===== src/sv/fsd_pkg.sv =====
package fsd_pkg;

    // field widths
    localparam int TICK_W  = 48;
    localparam int DTICK_W = 32;
    localparam int NUM_W   = 16;
    localparam int DEN_W   = 20;
    localparam int US_W    = 62;
    localparam int DUR_W   = 20;
    localparam int GAP_W   = 27;
    localparam int MCLK_W  = 48;
    localparam int CFG_W   = 27;
    localparam int IDX_W   = 3;
    localparam int ACT_W   = 2;

    // conversion datapath: ticks * num, then * 1e6, then / den
    localparam int PROD_W  = TICK_W + NUM_W;
    localparam int SCALE_W = 20;
    localparam int ACC_W   = PROD_W + SCALE_W;
    localparam int CNT_W   = 7;
    localparam int DELAY_W = 64;

    localparam logic [SCALE_W-1:0] US_PER_S = SCALE_W'(1000000);
    localparam logic [US_W-1:0]    PTS_MAX  = '1;
    localparam logic [DUR_W-1:0]   DUR_MAX  = '1;

    // actions
    localparam logic [ACT_W-1:0] ACT_SHOW = 2'd0;
    localparam logic [ACT_W-1:0] ACT_WAIT = 2'd1;
    localparam logic [ACT_W-1:0] ACT_DROP = 2'd2;

    // register indexes
    localparam logic [IDX_W-1:0] CFG_TB_NUM   = 3'd0;
    localparam logic [IDX_W-1:0] CFG_TB_DEN   = 3'd1;
    localparam logic [IDX_W-1:0] CFG_DEF_DUR  = 3'd2;
    localparam logic [IDX_W-1:0] CFG_LIVE     = 3'd3;
    localparam logic [IDX_W-1:0] CFG_LIVE_GAP = 3'd4;
    localparam logic [IDX_W-1:0] CFG_FILE_GAP = 3'd5;
    localparam logic [IDX_W-1:0] CFG_SYNC_MIN = 3'd6;
    localparam logic [IDX_W-1:0] CFG_SYNC_MAX = 3'd7;

    // conversion unit status
    typedef struct packed {
        logic done;
        logic ovf;
    } t_conv_stat;

    // per-frame flags for the decision
    typedef struct packed {
        logic first;
        logic clock_unknown;
        logic master_valid;
        logic master_is_audio;
    } t_dec_ctl;

endpackage


===== src/sv/fsd_conv.sv =====
module fsd_conv import fsd_pkg::*; (
    input  logic              i_clk,
    input  logic              i_rst_n,
    input  logic              i_start,
    input  logic [TICK_W-1:0] i_ticks,
    input  logic [NUM_W-1:0]  i_num,
    input  logic [DEN_W-1:0]  i_den,
    output t_conv_stat        o_stat,
    output logic [US_W-1:0]   o_quot
);

    localparam logic [1:0] P_IDLE = 2'd0;
    localparam logic [1:0] P_MUL  = 2'd1;
    localparam logic [1:0] P_DIV  = 2'd2;

    logic [1:0]        r_phase, n_phase;
    logic [CNT_W-1:0]  r_cnt, n_cnt;
    logic              r_done, n_done;
    logic [PROD_W-1:0] r_a;
    logic [ACC_W-1:0]  r_acc, n_acc;
    logic [DEN_W-1:0]  r_rem, n_rem;
    logic [DEN_W-1:0]  r_den;

    logic [DEN_W:0]    w_trial;
    logic              w_ge;

    // one restoring step: shift in the next dividend bit, subtract if it fits
    assign w_trial = {r_rem, r_acc[ACC_W-1]};
    assign w_ge    = (w_trial >= {1'b0, r_den});

    always_comb begin
        n_phase = r_phase;
        n_cnt   = r_cnt;
        n_done  = 1'b0;
        n_acc   = r_acc;
        n_rem   = r_rem;
        unique case (r_phase)
            P_IDLE: begin
                if (i_start) begin
                    n_phase = P_MUL;
                    n_cnt   = CNT_W'(SCALE_W - 1);
                    n_acc   = '0;
                end
            end
            P_MUL: begin
                // shift-add over the bits of 1e6, MSB first
                n_acc = {r_acc[ACC_W-2:0], 1'b0}
                      + (US_PER_S[r_cnt[4:0]] ? ACC_W'(r_a) : '0);
                if (r_cnt == '0) begin
                    n_phase = P_DIV;
                    n_cnt   = CNT_W'(ACC_W - 1);
                    n_rem   = '0;
                end else begin
                    n_cnt = r_cnt - 1'b1;
                end
            end
            P_DIV: begin
                n_rem = w_ge ? DEN_W'(w_trial - {1'b0, r_den}) : w_trial[DEN_W-1:0];
                n_acc = {r_acc[ACC_W-2:0], w_ge};
                if (r_cnt == '0) begin
                    n_phase = P_IDLE;
                    n_done  = 1'b1;
                end else begin
                    n_cnt = r_cnt - 1'b1;
                end
            end
            default: n_phase = P_IDLE;
        endcase
    end

    always_ff @(posedge i_clk) begin
        if (!i_rst_n) begin
            r_phase <= P_IDLE;
            r_done  <= 1'b0;
        end else begin
            r_phase <= n_phase;
            r_done  <= n_done;
        end
    end

    // datapath, no reset
    always_ff @(posedge i_clk) begin
        r_cnt <= n_cnt;
        r_acc <= n_acc;
        r_rem <= n_rem;
        if (r_phase == P_IDLE && i_start) begin
            r_a   <= PROD_W'(i_ticks) * PROD_W'(i_num);
            r_den <= (i_den == '0) ? DEN_W'(1) : i_den;
        end
    end

    assign o_stat.done = r_done;
    assign o_stat.ovf  = |r_acc[ACC_W-1:US_W];
    assign o_quot      = r_acc[US_W-1:0];

endmodule


===== src/sv/fsd_decide.sv =====
module fsd_decide import fsd_pkg::*; (
    input  logic signed [DELAY_W-1:0] i_delay,
    input  t_dec_ctl                  i_ctl,
    input  logic [GAP_W-1:0]          i_gap_thr,
    input  logic [DUR_W-1:0]          i_sync_min,
    input  logic [DUR_W-1:0]          i_sync_max,
    output logic [ACT_W-1:0]          o_action,
    output logic [DUR_W-1:0]          o_wait,
    output logic                      o_resync
);

    logic [DELAY_W-1:0]        w_mag;
    logic signed [DELAY_W-1:0] w_neg_max;
    logic                      w_gap;
    logic                      w_drop;
    logic                      w_neg;
    logic                      w_below_min;
    logic                      w_above_max;

    // magnitude and threshold compares on the signed delay
    assign w_mag       = i_delay[DELAY_W-1] ? DELAY_W'(-i_delay) : DELAY_W'(i_delay);
    assign w_neg_max   = -$signed(DELAY_W'(i_sync_max));
    assign w_gap       = (w_mag > DELAY_W'(i_gap_thr));
    assign w_drop      = (i_delay < w_neg_max);
    assign w_neg       = i_delay[DELAY_W-1];
    assign w_below_min = (i_delay < $signed(DELAY_W'(i_sync_min)));
    assign w_above_max = (i_delay > $signed(DELAY_W'(i_sync_max)));

    always_comb begin
        o_action = ACT_SHOW;
        o_wait   = '0;
        o_resync = 1'b0;
        priority if (i_ctl.first) begin
            o_resync = i_ctl.clock_unknown;
        end else if (i_ctl.clock_unknown) begin
            o_resync = 1'b1;
        end else if (!i_ctl.master_valid) begin
            o_resync = 1'b0;
        end else if (w_gap && !i_ctl.master_is_audio) begin
            o_resync = 1'b1;
        end else if (w_drop) begin
            o_action = ACT_DROP;
        end else if (w_neg || w_below_min) begin
            o_action = ACT_SHOW;
        end else if (w_above_max) begin
            o_action = ACT_WAIT;
            o_wait   = i_sync_max;
        end else begin
            o_action = ACT_WAIT;
            o_wait   = i_delay[DUR_W-1:0];
        end
    end

endmodule


===== src/sv/frame_sync_decision_core.sv =====
// Video frame sync decision core.
// Input channel (i_in_valid / o_in_ready): one beat per frame or flush item.
// Output channel (o_out_valid / i_out_ready): one beat per frame item with
// action, delay_us, video_clock_us and resync_request. Flush gives no beat.
// Config port (i_cfg_we, i_cfg_index, i_cfg_wdata): single-cycle writes, to be
// made only while the core is idle; the core itself does not enforce this.
// A frame takes one item at a time. Each valid timestamp and each nonzero
// duration in ticks goes through the shared serial converter: a shift-add
// multiply (x 1e6) and then a restoring divide (/ time_base_den).
// A frame steps through S_PTS, S_PTS_W, S_DUR, S_DUR_W, S_DELAY and S_DECIDE,
// skipping the wait state of a field that is not converted; a flush is
// handled in S_IDLE. The next item can be accepted in the cycle after the
// result is registered.
// o_in_ready is high only while the sequencer is idle. A finished result
// waits in the output register; the next item may be accepted meanwhile,
// but its result is held back until the receiver has taken the previous one.
// Reset (synchronous, active low) loads the default registers, resets the
// stream state and clears the output valid.
module frame_sync_decision_core import fsd_pkg::*; (
    input  logic                     i_clk,
    input  logic                     i_rst_n,
    // input channel
    input  logic                     i_in_valid,
    output logic                     o_in_ready,
    input  logic                     i_operation,
    input  logic [TICK_W-1:0]        i_pts_ticks,
    input  logic                     i_pts_valid,
    input  logic [DTICK_W-1:0]       i_duration_ticks,
    input  logic signed [MCLK_W-1:0] i_master_clock_us,
    input  logic                     i_master_clock_valid,
    input  logic                     i_clock_unknown,
    input  logic                     i_master_is_audio,
    // output channel
    output logic                     o_out_valid,
    input  logic                     i_out_ready,
    output logic [ACT_W-1:0]         o_action,
    output logic [DUR_W-1:0]         o_delay_us,
    output logic [US_W-1:0]          o_video_clock_us,
    output logic                     o_resync_request,
    // config port
    input  logic                     i_cfg_we,
    input  logic [IDX_W-1:0]         i_cfg_index,
    input  logic [CFG_W-1:0]         i_cfg_wdata
);

    localparam logic [2:0] S_IDLE   = 3'd0;
    localparam logic [2:0] S_PTS    = 3'd1;
    localparam logic [2:0] S_PTS_W  = 3'd2;
    localparam logic [2:0] S_DUR    = 3'd3;
    localparam logic [2:0] S_DUR_W  = 3'd4;
    localparam logic [2:0] S_DELAY  = 3'd5;
    localparam logic [2:0] S_DECIDE = 3'd6;

    // config registers
    logic [NUM_W-1:0] r_tb_num;
    logic [DEN_W-1:0] r_tb_den;
    logic [DUR_W-1:0] r_def_dur;
    logic             r_live;
    logic [GAP_W-1:0] r_live_gap;
    logic [GAP_W-1:0] r_file_gap;
    logic [DUR_W-1:0] r_sync_min;
    logic [DUR_W-1:0] r_sync_max;

    // stream state
    logic [US_W-1:0]  r_last_pts;
    logic [DUR_W-1:0] r_last_dur;
    logic             r_first;

    // sequencer and latched item
    logic [2:0]              r_state, n_state;
    logic [TICK_W-1:0]       r_pts_ticks;
    logic                    r_pts_valid;
    logic [DTICK_W-1:0]      r_dur_ticks;
    logic [MCLK_W-1:0]       r_master;
    t_dec_ctl                r_ctl;
    logic [US_W-1:0]         r_pts;
    logic [DUR_W-1:0]        r_dur;
    logic signed [DELAY_W-1:0] r_delay;

    // output register
    logic             r_out_valid;
    logic [ACT_W-1:0] r_action;
    logic [DUR_W-1:0] r_delay_us;
    logic [US_W-1:0]  r_vclk;
    logic             r_resync;

    logic             w_in_acc;
    logic             w_out_free;
    logic             w_conv_start;
    logic [TICK_W-1:0] w_conv_ticks;
    t_conv_stat       w_conv_stat;
    logic [US_W-1:0]  w_conv_quot;
    logic [US_W:0]    w_est;
    logic [ACT_W-1:0] w_action;
    logic [DUR_W-1:0] w_wait;
    logic             w_resync;
    t_dec_ctl         w_ctl;

    assign o_in_ready = (r_state == S_IDLE);
    assign w_in_acc   = i_in_valid && o_in_ready;
    assign w_out_free = !r_out_valid || i_out_ready;

    // shared converter, fed either timestamp or duration ticks
    assign w_conv_start = (r_state == S_PTS && r_pts_valid)
                       || (r_state == S_DUR && r_dur_ticks != '0);
    assign w_conv_ticks = (r_state == S_PTS) ? r_pts_ticks : TICK_W'(r_dur_ticks);

    fsd_conv u_conv (
        .i_clk   (i_clk),
        .i_rst_n (i_rst_n),
        .i_start (w_conv_start),
        .i_ticks (w_conv_ticks),
        .i_num   (r_tb_num),
        .i_den   (r_tb_den),
        .o_stat  (w_conv_stat),
        .o_quot  (w_conv_quot)
    );

    // estimate for a frame without timestamp, saturating
    assign w_est = {1'b0, r_last_pts} + (US_W + 1)'(r_last_dur);

    assign w_ctl.first           = r_first;
    assign w_ctl.clock_unknown   = r_ctl.clock_unknown;
    assign w_ctl.master_valid    = r_ctl.master_valid;
    assign w_ctl.master_is_audio = r_ctl.master_is_audio;

    fsd_decide u_decide (
        .i_delay    (r_delay),
        .i_ctl      (w_ctl),
        .i_gap_thr  (r_live ? r_live_gap : r_file_gap),
        .i_sync_min (r_sync_min),
        .i_sync_max (r_sync_max),
        .o_action   (w_action),
        .o_wait     (w_wait),
        .o_resync   (w_resync)
    );

    // sequencer next state
    always_comb begin
        n_state = r_state;
        unique case (r_state)
            S_IDLE:   if (w_in_acc && !i_operation) n_state = S_PTS;
            S_PTS:    n_state = r_pts_valid ? S_PTS_W : S_DUR;
            S_PTS_W:  if (w_conv_stat.done) n_state = S_DUR;
            S_DUR:    n_state = (r_dur_ticks != '0) ? S_DUR_W : S_DELAY;
            S_DUR_W:  if (w_conv_stat.done) n_state = S_DELAY;
            S_DELAY:  n_state = S_DECIDE;
            S_DECIDE: if (w_out_free) n_state = S_IDLE;
            default:  n_state = S_IDLE;
        endcase
    end

    // control state, config and stream state
    always_ff @(posedge i_clk) begin
        if (!i_rst_n) begin
            r_state     <= S_IDLE;
            r_out_valid <= 1'b0;
            r_tb_num    <= NUM_W'(1);
            r_tb_den    <= DEN_W'(90000);
            r_def_dur   <= DUR_W'(40000);
            r_live      <= 1'b0;
            r_live_gap  <= GAP_W'(1000000);
            r_file_gap  <= GAP_W'(10000000);
            r_sync_min  <= DUR_W'(40000);
            r_sync_max  <= DUR_W'(100000);
            r_last_pts  <= '0;
            r_last_dur  <= DUR_W'(40000);
            r_first     <= 1'b0;
        end else begin
            r_state <= n_state;

            // new beat loaded, else drop valid once taken
            if (r_state == S_DECIDE && w_out_free) r_out_valid <= 1'b1;
            else if (r_out_valid && i_out_ready) r_out_valid <= 1'b0;

            if (i_cfg_we) begin
                unique case (i_cfg_index)
                    CFG_TB_NUM:   r_tb_num   <= i_cfg_wdata[NUM_W-1:0];
                    CFG_TB_DEN:   r_tb_den   <= i_cfg_wdata[DEN_W-1:0];
                    CFG_DEF_DUR:  r_def_dur  <= i_cfg_wdata[DUR_W-1:0];
                    CFG_LIVE:     r_live     <= i_cfg_wdata[0];
                    CFG_LIVE_GAP: r_live_gap <= i_cfg_wdata[GAP_W-1:0];
                    CFG_FILE_GAP: r_file_gap <= i_cfg_wdata[GAP_W-1:0];
                    CFG_SYNC_MIN: r_sync_min <= i_cfg_wdata[DUR_W-1:0];
                    CFG_SYNC_MAX: r_sync_max <= i_cfg_wdata[DUR_W-1:0];
                    default: ;
                endcase
            end

            // flush restores the stream state at once
            if (w_in_acc && i_operation) begin
                r_last_pts <= '0;
                r_last_dur <= r_def_dur;
                r_first    <= 1'b1;
            end

            if (r_state == S_DELAY) begin
                r_last_pts <= r_pts;
                r_last_dur <= r_dur;
            end

            if (r_state == S_DECIDE && w_out_free) r_first <= 1'b0;
        end
    end

    // item datapath, no reset
    always_ff @(posedge i_clk) begin
        if (w_in_acc) begin
            r_pts_ticks         <= i_pts_ticks;
            r_pts_valid         <= i_pts_valid;
            r_dur_ticks         <= i_duration_ticks;
            r_master            <= i_master_clock_us;
            r_ctl.first         <= 1'b0;
            r_ctl.clock_unknown <= i_clock_unknown;
            r_ctl.master_valid  <= i_master_clock_valid;
            r_ctl.master_is_audio <= i_master_is_audio;
        end

        if (r_state == S_PTS && !r_pts_valid) begin
            r_pts <= w_est[US_W] ? PTS_MAX : w_est[US_W-1:0];
        end
        if (r_state == S_PTS_W && w_conv_stat.done) begin
            r_pts <= w_conv_stat.ovf ? PTS_MAX : w_conv_quot;
        end

        if (r_state == S_DUR && r_dur_ticks == '0) begin
            r_dur <= r_last_dur;
        end
        if (r_state == S_DUR_W && w_conv_stat.done) begin
            r_dur <= (w_conv_stat.ovf || (|w_conv_quot[US_W-1:DUR_W]))
                   ? DUR_MAX : w_conv_quot[DUR_W-1:0];
        end

        if (r_state == S_DELAY) begin
            r_delay <= $signed({2'b00, r_pts})
                     - $signed({{(DELAY_W - MCLK_W){r_master[MCLK_W-1]}}, r_master});
        end

        if (r_state == S_DECIDE && w_out_free) begin
            r_action   <= w_action;
            r_delay_us <= w_wait;
            r_vclk     <= r_pts;
            r_resync   <= w_resync;
        end
    end

    assign o_out_valid      = r_out_valid;
    assign o_action         = r_action;
    assign o_delay_us       = r_delay_us;
    assign o_video_clock_us = r_vclk;
    assign o_resync_request = r_resync;

`ifndef SYNTH
    // converter reports only while the sequencer waits on it
    a_conv_done_state: assert property (@(posedge i_clk) disable iff (!i_rst_n)
        w_conv_stat.done |-> (r_state == S_PTS_W || r_state == S_DUR_W))
        else $error("conversion finished outside a wait state");

    // delay is zero unless the action is a wait
    a_delay_zero: assert property (@(posedge i_clk) disable iff (!i_rst_n)
        (o_out_valid && o_action != ACT_WAIT) |-> (o_delay_us == '0))
        else $error("nonzero delay without wait action");

    // a wait never exceeds the clamp
    a_wait_clamp: assert property (@(posedge i_clk) disable iff (!i_rst_n)
        (o_out_valid && o_action == ACT_WAIT) |-> (o_delay_us <= r_sync_max))
        else $error("wait exceeds sync_max_us");

    // flush arms the first-frame flag
    a_flush_first: assert property (@(posedge i_clk) disable iff (!i_rst_n)
        (w_in_acc && i_operation) |=> r_first)
        else $error("flush did not set the first-frame flag");

    // the converter is not started while a frame is being placed in the output
    a_no_start_decide: assert property (@(posedge i_clk) disable iff (!i_rst_n)
        (r_state == S_DECIDE) |-> !w_conv_start)
        else $error("converter started during decision");
`endif

endmodule

===== config.mk =====
export PLATFORM = sky130hd
export DESIGN_NAME = frame_sync_decision_core
export DESIGN_NICKNAME = d
export VERILOG_FILES = /design/src/sv/fsd_pkg.sv /design/src/sv/fsd_conv.sv /design/src/sv/fsd_decide.sv /design/src/sv/frame_sync_decision_core.sv
export SDC_FILE = /design/constraint.sdc
export NUM_CORES = 2
export LEC_CHECK = 0
export BUFFER_PORTS_ARGS = -buffer_cell sky130_fd_sc_hd__buf_4
export CORE_MARGIN = 1
export CORE_UTILIZATION = 58
export CTS_CLUSTER_DIAMETER = 40
export CTS_CLUSTER_SIZE = 14
export DETAILED_ROUTE_END_ITERATION = 7
export GPL_TIMING_DRIVEN = 0
export PLACE_DENSITY = 0.81
export SLEW_MARGIN = 5
export SYNTH_ARGS = -nofsm -noshare
export SYNTH_HDL_FRONTEND = slang
export SYNTH_HIERARCHICAL = 1
export SYNTH_SLANG_ARGS = --single-unit

===== constraint.sdc =====
create_clock -name i_clk -period 21.8 [get_ports i_clk]
set_clock_uncertainty 0.2 [all_clocks]
set_input_delay 1.09 -clock i_clk [delete_from_list [all_inputs] [get_ports i_clk]]
set_output_delay 1.09 -clock i_clk [all_outputs]
set_load 0.1 [all_outputs]

==> impl_metrics.toml <==
[status]
status = "complete, but fails checks"
violations = "DRC, capacitance limit, slew limit"

[die]
num_rows = 128
die_width_um = 353
dieArea_um2 = 125000
initial_core_util_pct = 58.6
core_area_um2 = 122000
io_pins = 255
die_y_um = 353

[route]
post-route-drc-count = 2
first_pass_iters = 8
wirelength_um = 236000
drtAntennaViolNets = 0
drtIter0Drc = 5944
wire_per_inst_um = 24.0
dr_total_vias = 60100
vias_per_cell = 6.11

[timing]
tns_ns = 0
worst_slew_pin_slew_ns = 1.53
final.period_utilization_pct = 49.5
rsz0062_at_grt = "false"
fmax_mhz = 92.7
period_needed_ns = 10.79
setup_viol = 0
final_max_slew_viol_count = 4
worst_slew_margin_rel_pct = -3.00
hold_violations = 0

[global_routing]
grt_pass1_vias = 61000
antenna_found_initial = 3
gr-usage-all-layers_pct = 37.8
grt_max_degree = 68
grt_pass1_wl_um = 359000
grt-ovfl-total = 0

[worst_setup_path]
worst-path-buf-inv = 6
critPathKind = "reg2reg"
cp_max_fo = 10
cpMostUsedCell = "fa_1"
critPathArrivalTime_ns = 11.09
endpoint = "u_conv/r_a[43]$_DFFE_PP_"
slowest_delay_ns = 1.17
cp.depth = 27
worstPathRequired_ns = 22.09
critPathSlowestCell = "o311ai_0"
startpoint_type = "register"
r2r-start = "r_state[0]$_SDFFE_PN0P_"
critical-path-top-delay-family = "adder cells"
ff2ff_path_depth = 27
r2r_slack_ns = 11.01
crit_start = "r_state[0]$_SDFFE_PN0P_"
cp-end-kind = "register"
r2r-end = "u_conv/r_a[43]$_DFFE_PP_"

[logic_synthesis]
synth_seq_cells = 800
synth_edf_count = 558
yosysUniqueCellTypes = 109
async_reset_ff_share_pct = 0
synth_top_cell_area_share_pct = 23.4
netlist_area_um2 = 71600
yosysSeqAreaShare_pct = 30.2
synthCells = 7718
yosys-top-cells-area = "edfxtp_1, fa_1, ha_1, dfxtp_1, nand2_1"
synth_top_flop_cell = "edfxtp_1"
syn-mean-instance-area_um2 = 9.27
synthesis.nets = 8971
synth_top_cell_by_area = "edfxtp_1"
yosys_warnings = 6

[finish]
drive_above_1_share_pct = 9.31
final_cell_mix = "nand2_1, inv_1, fa_1, edfxtp_1, ha_1"
nFillCells = 9827
area_growth_pct = 12.0
fin_cells = 9835
fin_nets = 9353
layout.cells.most_common = "nand2_1"

[power_and_ir_drop]
p_int_mw = 3.68
switchingPower_mw = 2.22
ir_drop_v = 0.0000709
switching_share_pct = 37.7
power_frac_seq_pct = 32.5
p_leak_nw = 34.0
p_clk_share_pct = 34.6
combPwrFrac_pct = 32.9
powerDensity_nw_per_um2 = 73.6

[clock_network]
ctsResizeCount = 0
clkTransAtPathRegs_ns = 0.06
clockBufferDepth = 3
cts_buffers = 121
htree_levels = 3
clk_latency_ns = 0.80
post_cts.repair.setup_buffers = 0
cts.sinks = 800
cts-root-buf = "clkbuf_16"
cts_hold_buffers = 0
cts_tree = "done"

[min_path]
whs_path_depth = 2
worstHoldStart = "r_file_gap[25]$_SDFFE_PN0P_"
hold_class = "reg2reg"

[placed_design]
place_inst = 9602
gp_congestion = 1.01
hpwl_um = 185000
numPortBuffers = 249

[run]
maxCapViolations = 1
## worst min-delay path by stage
stage | endpoint
finish | r_file_gap[25]$_SDFFE_PN0P_
floorplan | r_live_gap[14]$_SDFFE_PN1P_
CTS | r_master[43]$_DFFE_PP_
detailed placement | r_live_gap[19]$_SDFFE_PN1P_
global route | r_master[24]$_DFFE_PP_
global placement | r_live_gap[9]$_SDFFE_PN1P_
## Yosys cell counts (30+ instances only)
cell type     n
xnor2_1     180
inv_1       951
a22oi_1     104
xor2_1      100
nand4_1     115
a21oi_2      32
a31oi_1      61
mux2_2       59
nor2_1      304
nor2b_1     160
and2_1      349
ha_1        439
nor4_1       76
dfxtp_1     242
clkbuf_1    361
a21o_1      161
nand2_1    1170
o211ai_1     30
o21a_1       30
o21bai_1     45
fa_1        646
mux2i_1      45
o21ai_0     202
and3_1       53
a21oi_1     320
edfxtp_1    558
a21boi_0    125
nor3_1       92
buf_4        63
nand3_1     168
a211oi_1     30
## layer usage
metal | global-route usage (%) | wire, µm | vias up
met2 | 61.6 | 110000 | 3138
met3 | 6.11 | 19900 | 792
li1 | - | - | 26800
met5 | 0 | 13 | -
met1 | 45.9 | 87700 | 29400
met4 | 26.0 | 18700 | 2
## cell families after synthesis
group	Yosys count	share of synthesized area, %
AOI/OAI and AO/OA	1381	13.2
xor gates and xnor gates	280	3.43
adders and majority gates	1086	25.8
buffers and inverters	1414	7.85
DFF	800	30.2
muxes	105	1.57
and+or+nand+nor	2652	18.0
## flip-flops by register name, indices dropped and copies added (netlist names), 27 cells and up, named ones only
signal	flops
u_conv/r_acc	84
r_delay	64
u_conv/r_a	64
o_video_clock_us	62
r_last_pts	62
r_pts	62
r_master	48
r_pts_ticks	48
r_dur_ticks	32
r_file_gap	27
r_live_gap	27
## power by group through the flow
stage	Combinational (mW)	Sequential [mW]	Clock, mW
floorplan	1.31	1.92	0
global placement	1.84	1.97	0
detailed placement	1.88	1.94	0
CTS	1.90	1.91	2.06
global route	2.10	1.92	2.11
finish	1.94	1.92	2.04
## worst register-to-register path, stage by stage, from the launching register on
cell,delay (ns)
dfxtp_1,0.42
nor2b_1,0.57
nor2b_1,0.42
buf_1,0.70
mux2_2,0.45
clkbuf_1,0.58
nand2_1,0.17
fa_1,0.54
inv_1,0.05
fa_1,0.51
fa_1,0.54
fa_1,0.52
fa_1,0.55
inv_1,0.06
fa_1,0.64
inv_1,0.07
ha_1,0.27
clkbuf_1,0.27
nand2_1,0.16
nor3_1,0.33
o2111ai_1,0.20
and3_1,0.30
o311ai_0,1.17
a31o_2,0.30
a21oi_1,0.09
o21bai_1,0.15
a21oi_1,0.09
xnor2_1,0.18
## per-stage QoR
stage | worst slack [ns] | hold WS [ns] | util, % | total power [mW] | instance area, µm²
floorplan | 13.62 | 0.235 | - | 3.23 | 71600
global placement | 11.26 | 0.245 | 61.8 | 3.81 | 75500
detailed placement | 11.24 | 0.251 | 62.1 | 3.83 | 75700
CTS | 11.15 | 0.224 | 65.6 | 5.87 | 80100
global route | 10.73 | 0.249 | 65.7 | 6.14 | 80100
finish | 11.01 | 0.262 | 65.7 | 5.90 | 80100
## final cells by class
cell class	count	area [µm²]	area share [%]
Antenna cell	2	5.00	0.00625
Inverter	952	3570	4.46
Tap cell	1625	2030	2.54
Buffer	462	2060	2.57
Multi-Input combinational cell	5504	44400	55.4
Clock inverter	93	1110	1.38
Sequential cell	800	21600	27.0
Clock buffer	138	3260	4.07
Timing Repair Buffer	259	2100	2.62
Note: power is estimated with default switching activity, not from simulation.
